### src/rtl/core/kmhid_pkg.sv
// Shared types and constants of the key matrix to HID report block.
package kmhid_pkg;

  localparam int ROWS        = 9;
  localparam int COLUMNS     = 8;
  localparam int LAYERS      = 2;
  localparam int MAX_KEYS    = 6;
  localparam int TABLES      = 4;
  localparam int SLOTS       = 6;
  localparam int ENTRY_W     = 8;

  localparam int NPOS        = ROWS * COLUMNS;
  localparam int POS_W       = $clog2(NPOS);
  localparam int PCNT_W      = $clog2(NPOS + 1);
  localparam int ROW_W       = $clog2(ROWS);
  localparam int COL_W       = $clog2(COLUMNS);
  localparam int STORE_DEPTH = LAYERS * NPOS;
  localparam int STORE_AW    = $clog2(STORE_DEPTH);
  localparam int COUNT_W     = 3;
  localparam int SLOT_W      = $clog2(SLOTS);

  localparam int CFG_IDX_W   = 4;
  localparam int CFG_DATA_W  = 8;

  localparam logic [3:0] FN_ROW_RST    = 4'd1;
  localparam logic [2:0] FN_COLUMN_RST = 3'd5;

  typedef enum logic [CFG_IDX_W-1:0] {
    REG_FN_ROW    = 4'd0,
    REG_FN_COLUMN = 4'd1
  } reg_idx_e;

  typedef enum logic {
    KIND_SCAN = 1'b0,
    KIND_LOAD = 1'b1
  } kind_e;

  typedef enum logic [1:0] {
    TBL_KEYS     = 2'd0,
    TBL_MODIFIER = 2'd1,
    TBL_MOUSE    = 2'd2,
    TBL_CONSUMER = 2'd3
  } table_e;

  typedef enum logic [1:0] {
    ST_CLEAR,
    ST_IDLE,
    ST_WALK,
    ST_RESULT
  } state_e;

  typedef struct packed {
    logic        kind;
    logic [63:0] matrix_rows_low;
    logic [7:0]  matrix_row_last;
    logic [1:0]  table_select;
    logic        load_layer;
    logic [3:0]  load_row;
    logic [2:0]  load_column;
    logic [7:0]  entry_value;
  } scan_word_t;

  typedef struct packed {
    logic [2:0] key_count;
    logic [7:0] key_slot_0;
    logic [7:0] key_slot_1;
    logic [7:0] key_slot_2;
    logic [7:0] key_slot_3;
    logic [7:0] key_slot_4;
    logic [7:0] key_slot_5;
    logic [7:0] modifier_bits;
    logic [7:0] mouse_buttons;
    logic [7:0] consumer_usage;
    logic       fn_active;
    logic [3:0] change_flags;
  } report_word_t;

  typedef struct packed {
    logic [CFG_IDX_W-1:0]  index;
    logic [CFG_DATA_W-1:0] value;
  } cfg_word_t;

endpackage

### src/rtl/core/kmhid_if.sv
// Handshake channels of the key matrix to HID report block.
interface kmhid_scan_if;
  import kmhid_pkg::*;
  logic       valid;
  logic       ready;
  scan_word_t data;
  modport source (output valid, output data, input ready);
  modport sink (input valid, input data, output ready);
endinterface

interface kmhid_report_if;
  import kmhid_pkg::*;
  logic         valid;
  logic         ready;
  report_word_t data;
  modport source (output valid, output data, input ready);
  modport sink (input valid, input data, output ready);
endinterface

interface kmhid_cfg_if;
  import kmhid_pkg::*;
  logic      valid;
  logic      ready;
  cfg_word_t data;
  modport source (output valid, output data, input ready);
  modport sink (input valid, input data, output ready);
endinterface

### src/rtl/core/kmhid_ram.sv
// Generic single-port-write RAM with registered read.
module kmhid_ram #(
  parameter int WIDTH = 8,
  parameter int DEPTH = 16
) (
  input  logic                     clk_i,
  input  logic                     we_i,
  input  logic [$clog2(DEPTH)-1:0] waddr_i,
  input  logic [WIDTH-1:0]         wdata_i,
  input  logic [$clog2(DEPTH)-1:0] raddr_i,
  output logic [WIDTH-1:0]         rdata_o
);

  logic [WIDTH-1:0] mem_q [DEPTH];

  always_ff @(posedge clk_i) begin
    if (we_i) begin
      mem_q[waddr_i] <= wdata_i;
    end
    rdata_o <= mem_q[raddr_i];
  end

endmodule

### src/rtl/core/key_matrix_to_hid_report_core.sv
// Scan walker: one matrix snapshot per item, one key position per cycle.
// A scan is accepted in idle, walks NPOS (72) positions through the keymap RAMs,
// and registers its report in the result step, which a held report blocks; only
// then does the walker return to idle and take a new item.
// A keymap load is written into the selected table as it is accepted.
// After reset all STORE_DEPTH (144) keymap RAM entries are swept to zero,
// during which no item is accepted; configuration writes are taken throughout.
module key_matrix_to_hid_report_core
  import kmhid_pkg::*;
(
  input  logic             clk_i,
  input  logic             rst_ni,
  kmhid_scan_if.sink       scan_in,
  kmhid_report_if.source   rep_out,
  kmhid_cfg_if.sink        cfg_wr
);

  state_e state_q, state_d;

  logic [3:0]          fn_row_q;
  logic [2:0]          fn_col_q;
  logic [STORE_AW-1:0] clr_cnt_q, clr_cnt_d;
  logic [PCNT_W-1:0]   pos_q, pos_d;
  logic [POS_W-1:0]    rd_pos_q;
  logic                rd_vld_q, rd_vld_d;
  logic                layer_q;
  logic [NPOS-1:0]     matrix_q;

  logic                keys_done_q, keys_done_d;
  logic [COUNT_W-1:0]  count_q, count_d;
  logic [ENTRY_W-1:0]  slots_q [SLOTS];
  logic [ENTRY_W-1:0]  slots_d [SLOTS];
  logic [ENTRY_W-1:0]  mods_q, mods_d, mouse_q, mouse_d, cons_q, cons_d;
  logic [TABLES-1:0]   chg_q, chg_d;
  logic [COLUMNS-1:0]  prev_q [TABLES][ROWS];
  logic [COLUMNS-1:0]  prev_d [TABLES][ROWS];

  logic                out_valid_q, out_valid_d;
  report_word_t        out_data_q, out_data_d;

  logic                in_accept, scan_start, load_write, load_in_range;
  logic [NPOS-1:0]     in_matrix;
  logic [POS_W-1:0]    fn_idx;
  logic                fn_hit;

  logic [TABLES-1:0]   ram_we;
  logic [STORE_AW-1:0] ram_waddr, ram_raddr;
  logic [ENTRY_W-1:0]  ram_wdata;
  logic [ENTRY_W-1:0]  ram_rdata [TABLES];

  logic [ROW_W-1:0]    rd_row;
  logic [COL_W-1:0]    rd_col;
  logic                now_bit;
  logic [COLUMNS-1:0]  now_row;

  // ---------------------------------------------------------------- input side
  assign scan_in.ready = (state_q == ST_IDLE);
  assign cfg_wr.ready  = 1'b1;
  assign in_accept     = scan_in.valid && scan_in.ready;
  assign scan_start    = in_accept && (scan_in.data.kind == KIND_SCAN);
  assign load_in_range = (scan_in.data.load_row < 4'(ROWS));
  assign load_write    = in_accept && (scan_in.data.kind == KIND_LOAD) && load_in_range;

  assign in_matrix = NPOS'({scan_in.data.matrix_row_last, scan_in.data.matrix_rows_low});
  assign fn_idx    = POS_W'({fn_row_q, fn_col_q});
  assign fn_hit    = (fn_row_q < 4'(ROWS)) && in_matrix[fn_idx];

  always_ff @(posedge clk_i or negedge rst_ni) begin
    if (!rst_ni) begin
      fn_row_q <= FN_ROW_RST;
      fn_col_q <= FN_COLUMN_RST;
    end else if (cfg_wr.valid && cfg_wr.ready) begin
      case (cfg_wr.data.index)
        REG_FN_ROW:    fn_row_q <= cfg_wr.data.value[3:0];
        REG_FN_COLUMN: fn_col_q <= cfg_wr.data.value[2:0];
        default: ;
      endcase
    end
  end

  // ---------------------------------------------------------------- keymap RAMs
  always_comb begin
    ram_we    = '0;
    ram_waddr = clr_cnt_q;
    ram_wdata = '0;
    if (state_q == ST_CLEAR) begin
      ram_we = '1;
    end else if (load_write) begin
      ram_we[scan_in.data.table_select] = 1'b1;
      ram_waddr = STORE_AW'({scan_in.data.load_row, scan_in.data.load_column})
                + (scan_in.data.load_layer ? STORE_AW'(NPOS) : '0);
      ram_wdata = scan_in.data.entry_value;
    end
  end

  assign ram_raddr = STORE_AW'(pos_q[POS_W-1:0]) + (layer_q ? STORE_AW'(NPOS) : '0);

  for (genvar t = 0; t < TABLES; t++) begin : g_ram
    kmhid_ram #(
      .WIDTH (ENTRY_W),
      .DEPTH (STORE_DEPTH)
    ) u_ram (
      .clk_i   (clk_i),
      .we_i    (ram_we[t]),
      .waddr_i (ram_waddr),
      .wdata_i (ram_wdata),
      .raddr_i (ram_raddr),
      .rdata_o (ram_rdata[t])
    );
  end

  // ---------------------------------------------------------------- sequencer
  always_comb begin
    state_d = state_q;
    case (state_q)
      ST_CLEAR:  if (clr_cnt_q == STORE_AW'(STORE_DEPTH - 1)) state_d = ST_IDLE;
      ST_IDLE:   if (scan_start) state_d = ST_WALK;
      ST_WALK:   if (pos_q == PCNT_W'(NPOS)) state_d = ST_RESULT;
      ST_RESULT: if (!out_valid_q || rep_out.ready) state_d = ST_IDLE;
      default:   state_d = ST_IDLE;
    endcase
  end

  always_comb begin
    clr_cnt_d = clr_cnt_q;
    pos_d     = pos_q;
    rd_vld_d  = 1'b0;
    case (state_q)
      ST_CLEAR: clr_cnt_d = clr_cnt_q + 1'b1;
      ST_IDLE:  pos_d = '0;
      ST_WALK: begin
        rd_vld_d = (pos_q < PCNT_W'(NPOS));
        if (rd_vld_d) pos_d = pos_q + 1'b1;
      end
      default: ;
    endcase
  end

  always_ff @(posedge clk_i or negedge rst_ni) begin
    if (!rst_ni) begin
      state_q   <= ST_CLEAR;
      clr_cnt_q <= '0;
      pos_q     <= '0;
      rd_vld_q  <= 1'b0;
    end else begin
      state_q   <= state_d;
      clr_cnt_q <= clr_cnt_d;
      pos_q     <= pos_d;
      rd_vld_q  <= rd_vld_d;
    end
  end

  always_ff @(posedge clk_i) begin
    rd_pos_q <= pos_q[POS_W-1:0];
    if (scan_start) begin
      matrix_q <= in_matrix;
      layer_q  <= fn_hit;
    end
  end

  // ---------------------------------------------------------------- position unit
  assign rd_row  = rd_pos_q[POS_W-1:COL_W];
  assign rd_col  = rd_pos_q[COL_W-1:0];
  assign now_bit = matrix_q[rd_pos_q];
  assign now_row = matrix_q[rd_row*COLUMNS +: COLUMNS];

  always_comb begin
    logic [TABLES-1:0] mapped;
    logic [TABLES-1:0] differs;
    keys_done_d = keys_done_q;
    count_d     = count_q;
    slots_d     = slots_q;
    mods_d      = mods_q;
    mouse_d     = mouse_q;
    cons_d      = cons_q;
    chg_d       = chg_q;
    prev_d      = prev_q;
    for (int t = 0; t < TABLES; t++) begin
      mapped[t]  = (ram_rdata[t] != '0);
      differs[t] = now_bit ^ prev_q[t][rd_row][rd_col];
    end
    if (scan_start) begin
      keys_done_d = 1'b0;
      count_d     = '0;
      for (int k = 0; k < SLOTS; k++) slots_d[k] = '0;
      mods_d      = '0;
      mouse_d     = '0;
      cons_d      = '0;
      chg_d       = '0;
    end else if (rd_vld_q) begin
      // key table stops looking once the report is full
      if (!keys_done_q && mapped[TBL_KEYS]) begin
        if (differs[TBL_KEYS]) chg_d[TBL_KEYS] = 1'b1;
        if (now_bit) begin
          if (count_q < COUNT_W'(SLOTS)) slots_d[count_q[SLOT_W-1:0]] = ram_rdata[TBL_KEYS];
          count_d = count_q + 1'b1;
          if (count_d >= COUNT_W'(MAX_KEYS)) keys_done_d = 1'b1;
        end
      end
      if (mapped[TBL_MODIFIER]) begin
        if (differs[TBL_MODIFIER]) chg_d[TBL_MODIFIER] = 1'b1;
        if (now_bit) mods_d = mods_q | ram_rdata[TBL_MODIFIER];
      end
      if (mapped[TBL_MOUSE]) begin
        if (differs[TBL_MOUSE]) chg_d[TBL_MOUSE] = 1'b1;
        if (now_bit) mouse_d = mouse_q | ram_rdata[TBL_MOUSE];
      end
      if (mapped[TBL_CONSUMER]) begin
        if (differs[TBL_CONSUMER]) chg_d[TBL_CONSUMER] = 1'b1;
        if (now_bit) cons_d = ram_rdata[TBL_CONSUMER];
      end
      // end of row: store the snapshot, except the key row once the report is full
      if (rd_col == COL_W'(COLUMNS - 1)) begin
        if (!keys_done_d) prev_d[TBL_KEYS][rd_row] = now_row;
        prev_d[TBL_MODIFIER][rd_row] = now_row;
        prev_d[TBL_MOUSE][rd_row]    = now_row;
        prev_d[TBL_CONSUMER][rd_row] = now_row;
      end
    end
  end

  always_ff @(posedge clk_i) begin
    keys_done_q <= keys_done_d;
    count_q     <= count_d;
    slots_q     <= slots_d;
    mods_q      <= mods_d;
    mouse_q     <= mouse_d;
    cons_q      <= cons_d;
    chg_q       <= chg_d;
  end

  always_ff @(posedge clk_i or negedge rst_ni) begin
    if (!rst_ni) begin
      for (int t = 0; t < TABLES; t++) begin
        for (int r = 0; r < ROWS; r++) prev_q[t][r] <= '0;
      end
    end else begin
      prev_q <= prev_d;
    end
  end

  // ---------------------------------------------------------------- output register
  always_comb begin
    out_valid_d = out_valid_q;
    out_data_d  = out_data_q;
    if (out_valid_q && rep_out.ready) out_valid_d = 1'b0;
    if (state_q == ST_RESULT && (!out_valid_q || rep_out.ready)) begin
      out_valid_d               = 1'b1;
      out_data_d.key_count      = count_q;
      out_data_d.key_slot_0     = slots_q[0];
      out_data_d.key_slot_1     = slots_q[1];
      out_data_d.key_slot_2     = slots_q[2];
      out_data_d.key_slot_3     = slots_q[3];
      out_data_d.key_slot_4     = slots_q[4];
      out_data_d.key_slot_5     = slots_q[5];
      out_data_d.modifier_bits  = mods_q;
      out_data_d.mouse_buttons  = mouse_q;
      out_data_d.consumer_usage = cons_q;
      out_data_d.fn_active      = layer_q;
      out_data_d.change_flags   = chg_q;
    end
  end

  always_ff @(posedge clk_i or negedge rst_ni) begin
    if (!rst_ni) begin
      out_valid_q <= 1'b0;
    end else begin
      out_valid_q <= out_valid_d;
    end
  end

  always_ff @(posedge clk_i) begin
    out_data_q <= out_data_d;
  end

  assign rep_out.valid = out_valid_q;
  assign rep_out.data  = out_data_q;

`ifndef ASSERT_OFF
  a_rd_in_walk: assert property (@(posedge clk_i) disable iff (!rst_ni)
    rd_vld_q |-> $past(state_q == ST_WALK))
    else $error("position processed outside the walk");

  a_count_cap: assert property (@(posedge clk_i) disable iff (!rst_ni)
    (state_q == ST_RESULT) |-> (count_q <= COUNT_W'(MAX_KEYS)))
    else $error("key count beyond the report limit");

  a_walk_end: assert property (@(posedge clk_i) disable iff (!rst_ni)
    (state_q == ST_WALK && pos_q == PCNT_W'(NPOS)) |-> rd_vld_q)
    else $error("last position not in flight at walk end");

  a_report_src: assert property (@(posedge clk_i) disable iff (!rst_ni)
    $rose(out_valid_q) |-> $past(state_q == ST_RESULT))
    else $error("report word raised outside the result step");
`endif

endmodule
### src/flat_wrapper.sv
// flat-port wrapper written by rule: the top's interface ports become plain ports
module key_matrix_to_hid_report_core_flat import kmhid_pkg::*;
  (clk_i, rst_ni, scan_in_valid, scan_in_data, scan_in_ready, rep_out_valid, rep_out_data, rep_out_ready, cfg_wr_valid, cfg_wr_data, cfg_wr_ready);
  kmhid_scan_if scan_in_i ();
  kmhid_report_if rep_out_i ();
  kmhid_cfg_if cfg_wr_i ();
  input  logic clk_i;
  input  logic rst_ni;
  input wire logic [$bits(scan_in_i.valid)-1:0] scan_in_valid;
  input wire logic [$bits(scan_in_i.data)-1:0] scan_in_data;
  output wire logic [$bits(scan_in_i.ready)-1:0] scan_in_ready;
  output wire logic [$bits(rep_out_i.valid)-1:0] rep_out_valid;
  output wire logic [$bits(rep_out_i.data)-1:0] rep_out_data;
  input wire logic [$bits(rep_out_i.ready)-1:0] rep_out_ready;
  input wire logic [$bits(cfg_wr_i.valid)-1:0] cfg_wr_valid;
  input wire logic [$bits(cfg_wr_i.data)-1:0] cfg_wr_data;
  output wire logic [$bits(cfg_wr_i.ready)-1:0] cfg_wr_ready;
  assign scan_in_i.valid = scan_in_valid;
  assign scan_in_i.data = scan_in_data;
  assign scan_in_ready = scan_in_i.ready;
  assign rep_out_valid = rep_out_i.valid;
  assign rep_out_data = rep_out_i.data;
  assign rep_out_i.ready = rep_out_ready;
  assign cfg_wr_i.valid = cfg_wr_valid;
  assign cfg_wr_i.data = cfg_wr_data;
  assign cfg_wr_ready = cfg_wr_i.ready;
  key_matrix_to_hid_report_core u_core (.clk_i(clk_i), .rst_ni(rst_ni), .scan_in(scan_in_i), .rep_out(rep_out_i), .cfg_wr(cfg_wr_i));
endmodule
### config.mk
export PLATFORM = sky130hd
export DESIGN_NAME = key_matrix_to_hid_report_core_flat
export DESIGN_NICKNAME = d
export VERILOG_FILES = /design/src/rtl/core/kmhid_pkg.sv /design/src/rtl/core/kmhid_if.sv /design/src/rtl/core/kmhid_ram.sv /design/src/rtl/core/key_matrix_to_hid_report_core.sv /design/src/flat_wrapper.sv
export SDC_FILE = /design/constraint.sdc
export NUM_CORES = 2
export LEC_CHECK = 0
export BUFFER_PORTS_ARGS = -buffer_cell sky130_fd_sc_hd__clkbuf_2
export CAP_MARGIN = 20
export CORE_UTILIZATION = 55
export CTS_CLUSTER_DIAMETER = 50
export CTS_CLUSTER_SIZE = 24
export DETAILED_ROUTE_END_ITERATION = 8
export GPL_TIMING_DRIVEN = 1
export PLACE_DENSITY = 0.71
export SYNTH_ARGS = -nofsm -noshare
export SYNTH_HDL_FRONTEND = slang
export SYNTH_HIERARCHICAL = 1
export SYNTH_MEMORY_MAX_BITS = 65536
export SYNTH_SLANG_ARGS = --single-unit
### constraint.sdc
create_clock -name clk_i -period 14.4 [get_ports clk_i]
set_input_delay 0.72 -clock clk_i [delete_from_list [all_inputs] [get_ports clk_i]]
set_output_delay 0.72 -clock clk_i [all_outputs]
set_load 0.05 [all_outputs]
==> flow_summary.ini <==
[run_status]
outcome = finished, final reports clean

[final_layout]
area_occupied_by_registers_um2 = 150000
layout.filler_cells = 24300
area_occupied_by_multi_input_gates_um2 = 45900
final_nets = 10300
layout-drive-gt1-share_pct = 21.8
syn2layout_area_growth_pct = 10.4
postLayoutCellArea_um2 = 220000

[sta]
worst_slew_margin_rel_pct = 14.2
skew_ps = 45.6
worst_slew_pin_slew_ps = 1290
hold_violations = 0
final.min_clock_period_ps = 6380
final-max-slew-violation-count = 0
final.setup.worst_slack_ps = 8020
timing.final.setup_violations = 0
unrepaired_setup_endpoints_after_global_routing = no
total_neg_setup_slack_ps = 0
fmax_ghz = 0.157
final_min_period_over_clock_period_pct = 44.3

[cts]
cts-buffers-inserted = 435
clock_tree.buffer_depth = 4
cts_root_buf = clkbuf_16
cts-htree-levels = 5
cts_tree = done
postCtsHoldBufs = 77
insertion_delay_ps = 990
cts_setup_buffers = 0
cts-resized-gates = 0
clock-sinks = 5050
worst_setup_hold_path_clk_slew_ps = 70

[placement]
routability_congestion_estimate_from_global_placement = 0.862
hpwl_mm = 287
detailed_place.area_um2 = 204000
placement_stage_worst_setup_slack_ps = 7960
port-buffer-count = 185

[logic_synthesis]
netlist_top_cells_area = edfxtp_1, mux4_2, mux4_1
syn_avg_cell_area_um2 = 20.3
synth_largest_area_cell = edfxtp_1
yosys_register_bits = 5050
yosys.cell_types.count = 82
synth_edf_count = 4761
synth_async_sr_flop_share_pct = 3.37
synthesis.instances = 9849
ys_warn_count = 6
synth_ff_type = edfxtp_1
synth_nets = 9973
post_synth_instance_area_um2 = 200000
synth_top_area_share_pct = 71.6
sequential_fraction_of_the_synthesis_area_pct = 75.0

[power_and_ir_drop]
power.net_switching_uw = 5840
seq_power_share_pct = 55.9
switching_share_pct = 20.6
power_leakage_uw = 0.0555
max-vdd-ir-drop_mv = 0.129
powerDensity_nw_per_um2 = 129
internal-power_uw = 22500
power.combinational.fraction_pct = 0.4
share_clk_of_total_power_pct = 43.7

[global_route]
first_global_vias = 99700
global_route.usage.total_pct = 25.6
grt_first_pass_wirelength_mm = 684
grt.overflow.total = 0
antenna_violations_before_repair = 18
grt_start_max_net_pins = 213

[route]
final_wirelength_mm = 471
antenna_violating_nets_post_route = 0
total_via_count_in_the_routed_design = 99800
drt_iter0_markers = 13300
wl_per_cell_um = 30.7
dr_vias_cell = 6.52
drt_pre_antenna_iters = 8
drc = 0

[critical_path]
path_common_cell = buf_4
arrival_ps = 6970
timing.critical_path.slowest_cell_delay_ps = 1070
critical_path.cell_chain = inv_1 > ha_1 > and3_1 > nand2_1 > nor2_2 > buf_4 > mux2_2 > buf_4 > nor2b_1 > nand4_1 > nor2_1
critical_path_peak_fanout = 40
cp_num_buf_inv = 3
setup.worst_path.end_class = flop
cpLargestDelayFamily = simple AND/OR/NAND/NOR gates
timing_worst_setup_path_type = flop to flop
timing.critical_path.from_type = flop
worst-r2r-setup-slack_ps = 8020
crit_slowest_cell = nor2_1
critical_path_data_required_time_ps = 14990

[worst_hold_path]
worst_hold_class = input port to flop

[floorplanning]
coreArea_um2 = 360000
die_area_um2 = 365000
starting_density_of_the_core_pct = 55.4
fp-row-count = 220
top_level_ports = 191
die_width_um = 604
fp.dieH_um = 604

[job]
drv.max_cap_violation_count = 0
[power by group through the flow]
stage,clock network (µW),registers [µW],logic (µW)
after floorplan,0,16100,58.5
after global placement,0,16200,88.5
after detailed placement,0,16200,89.9
after CTS,12500,15800,108
after global routing,13100,15800,117
final,12400,15800,112
[synthesized netlist by cell type, types with 70 or more instances]
| cell | number |
|---|---|
| dfrtp_1 | 167 |
| buf_2 | 77 |
| buf_6 | 70 |
| clkbuf_1 | 243 |
| nor2b_1 | 94 |
| mux2_2 | 134 |
| a22oi_1 | 350 |
| mux2i_1 | 463 |
| nand2_1 | 237 |
| a21oi_1 | 263 |
| nand3_1 | 203 |
| mux4_1 | 182 |
| o21ai_0 | 99 |
| nor2_1 | 709 |
| mux4_2 | 927 |
| dfxtp_1 | 119 |
| edfxtp_1 | 4761 |
[routing by layer]
metal	vias up	wire [µm]	GRT usage, %
met3	928	44400	4.58
met4	10	19000	9.36
li1	41300	-	-
met2	5396	228000	41.2
met5	-	56	0
met1	52200	180000	35.5
[registers in the layout, indices dropped and copies added (netlist names)]
name and cells:
u_core/keys_done_q 1, u_core/rep_out.data 80, u_core/cons_q 8, u_core/g_ram.u_ram/rdata_o 32, u_core/slots_q 48, u_core/rep_out.valid 1
u_core/fn_col_q 3, u_core/mods_q 8, u_core/clr_cnt_q 8, u_core/pos_q 7, u_core/rd_vld_q 1, u_core/chg_q 4
u_core/count_q 3, u_core/matrix_q 72, u_core/prev_q 144, u_core/fn_row_q 4, u_core/mouse_q 8, u_core/state_q 2
u_core/rd_pos_q 7, u_core/layer_q 1, u_core/g_ram.u_ram/mem_q 4608
[cells in the final DEF (no fill, tap or decap), types with 32 or more instances in the layout]
| cell type | n |
|---|---|
| a211oi_1 | 52 |
| a21oi_1 | 260 |
| a22oi_1 | 350 |
| a31oi_1 | 33 |
| buf_4 | 141 |
| bufinv_16 | 32 |
| clkbuf_16 | 451 |
| clkbuf_2 | 184 |
| clkinv_4 | 48 |
| clkinv_8 | 33 |
| clkinvlp_4 | 38 |
| dfrtp_1 | 164 |
| dfxtp_1 | 116 |
| dlygate4sd3_1 | 77 |
| edfxtp_1 | 4761 |
| inv_6 | 77 |
| inv_8 | 52 |
| mux2_2 | 134 |
| mux2i_1 | 463 |
| mux4_1 | 182 |
| mux4_2 | 927 |
| nand2_1 | 237 |
| nand2b_1 | 66 |
| nand3_1 | 203 |
| nand4_1 | 48 |
| nor2_1 | 704 |
| nor2b_1 | 86 |
| o21ai_0 | 97 |
[worst paths after layout]
| path | start | endpoint | cells past startpoint |
|---|---|---|---|
| worst max-delay path | u_core/state_q[1] | u_core/g_ram[1].u_ram/mem_q[139][4] | 11 |
| worst min-delay path | rep_out_ready | u_core/rep_out.valid | 3 |
| worst max register to register | u_core/state_q[1] | u_core/g_ram[1].u_ram/mem_q[139][4] | 11 |
| worst min register to register | u_core/chg_q[3] | u_core/rep_out.data[3] | 0 |
| max in group asynchronous | rst_ni | u_core/pos_q[2] | 4 |
| min in group asynchronous | rst_ni | u_core/fn_row_q[2] | 2 |
[layout make-up]
cell class                 count  share of cell area (%)
antenna                       11                  0.0125
clock inverter               347                    1.81
sequential                  5050                    67.9
inverter                      20                  0.0347
tap                         4773                    2.71
timing repair buffer         427                    1.46
clock buffer                 474                    5.19
multi-input combinational   4214                    20.8
[worst register-to-register path, delay by kind of cell (launching register included)]
kind | cells | cell delay, ps
buffers and inverters | 3 | 1090
DFF | 1 | 410
adders and majority gates | 1 | 380
muxes | 1 | 270
and+or+nand+nor | 6 | 3870
[per-stage QoR]
| step | power (µW) | cells | hold WS [ps] | utilization, % |
|---|---|---|---|---|
| after floorplan | 16200 | 9849 | 345 | - |
| after global placement | 16200 | 14400 | 415 | 56.6 |
| after detailed placement | 16200 | 14400 | 414 | 56.6 |
| after CTS | 28500 | 15300 | 41.7 | 61.1 |
| after global routing | 29000 | 15300 | 97.3 | 61.2 |
| final | 28300 | 15300 | 104 | 61.2 |
[cells by family (layout without fill, tap and decap cells)]
kind of cell | after synthesis | after routing | share of synthesized area, %
other | 1 | 12 | 0.00188
XOR/XNOR | 17 | 17 | 0.0746
adder cells (fa/ha/maj) | 16 | 16 | 0.100
AND/OR/NAND/NOR | 1475 | 1475 | 3.38
multiplexers | 1706 | 1706 | 15.9
buffers and inverters | 585 | 1268 | 2.13
AO/OA/AOI/OAI | 999 | 999 | 3.40
flip-flops | 5050 | 5050 | 75.0
No activity file was read; power rests on OpenSTA's default activity.
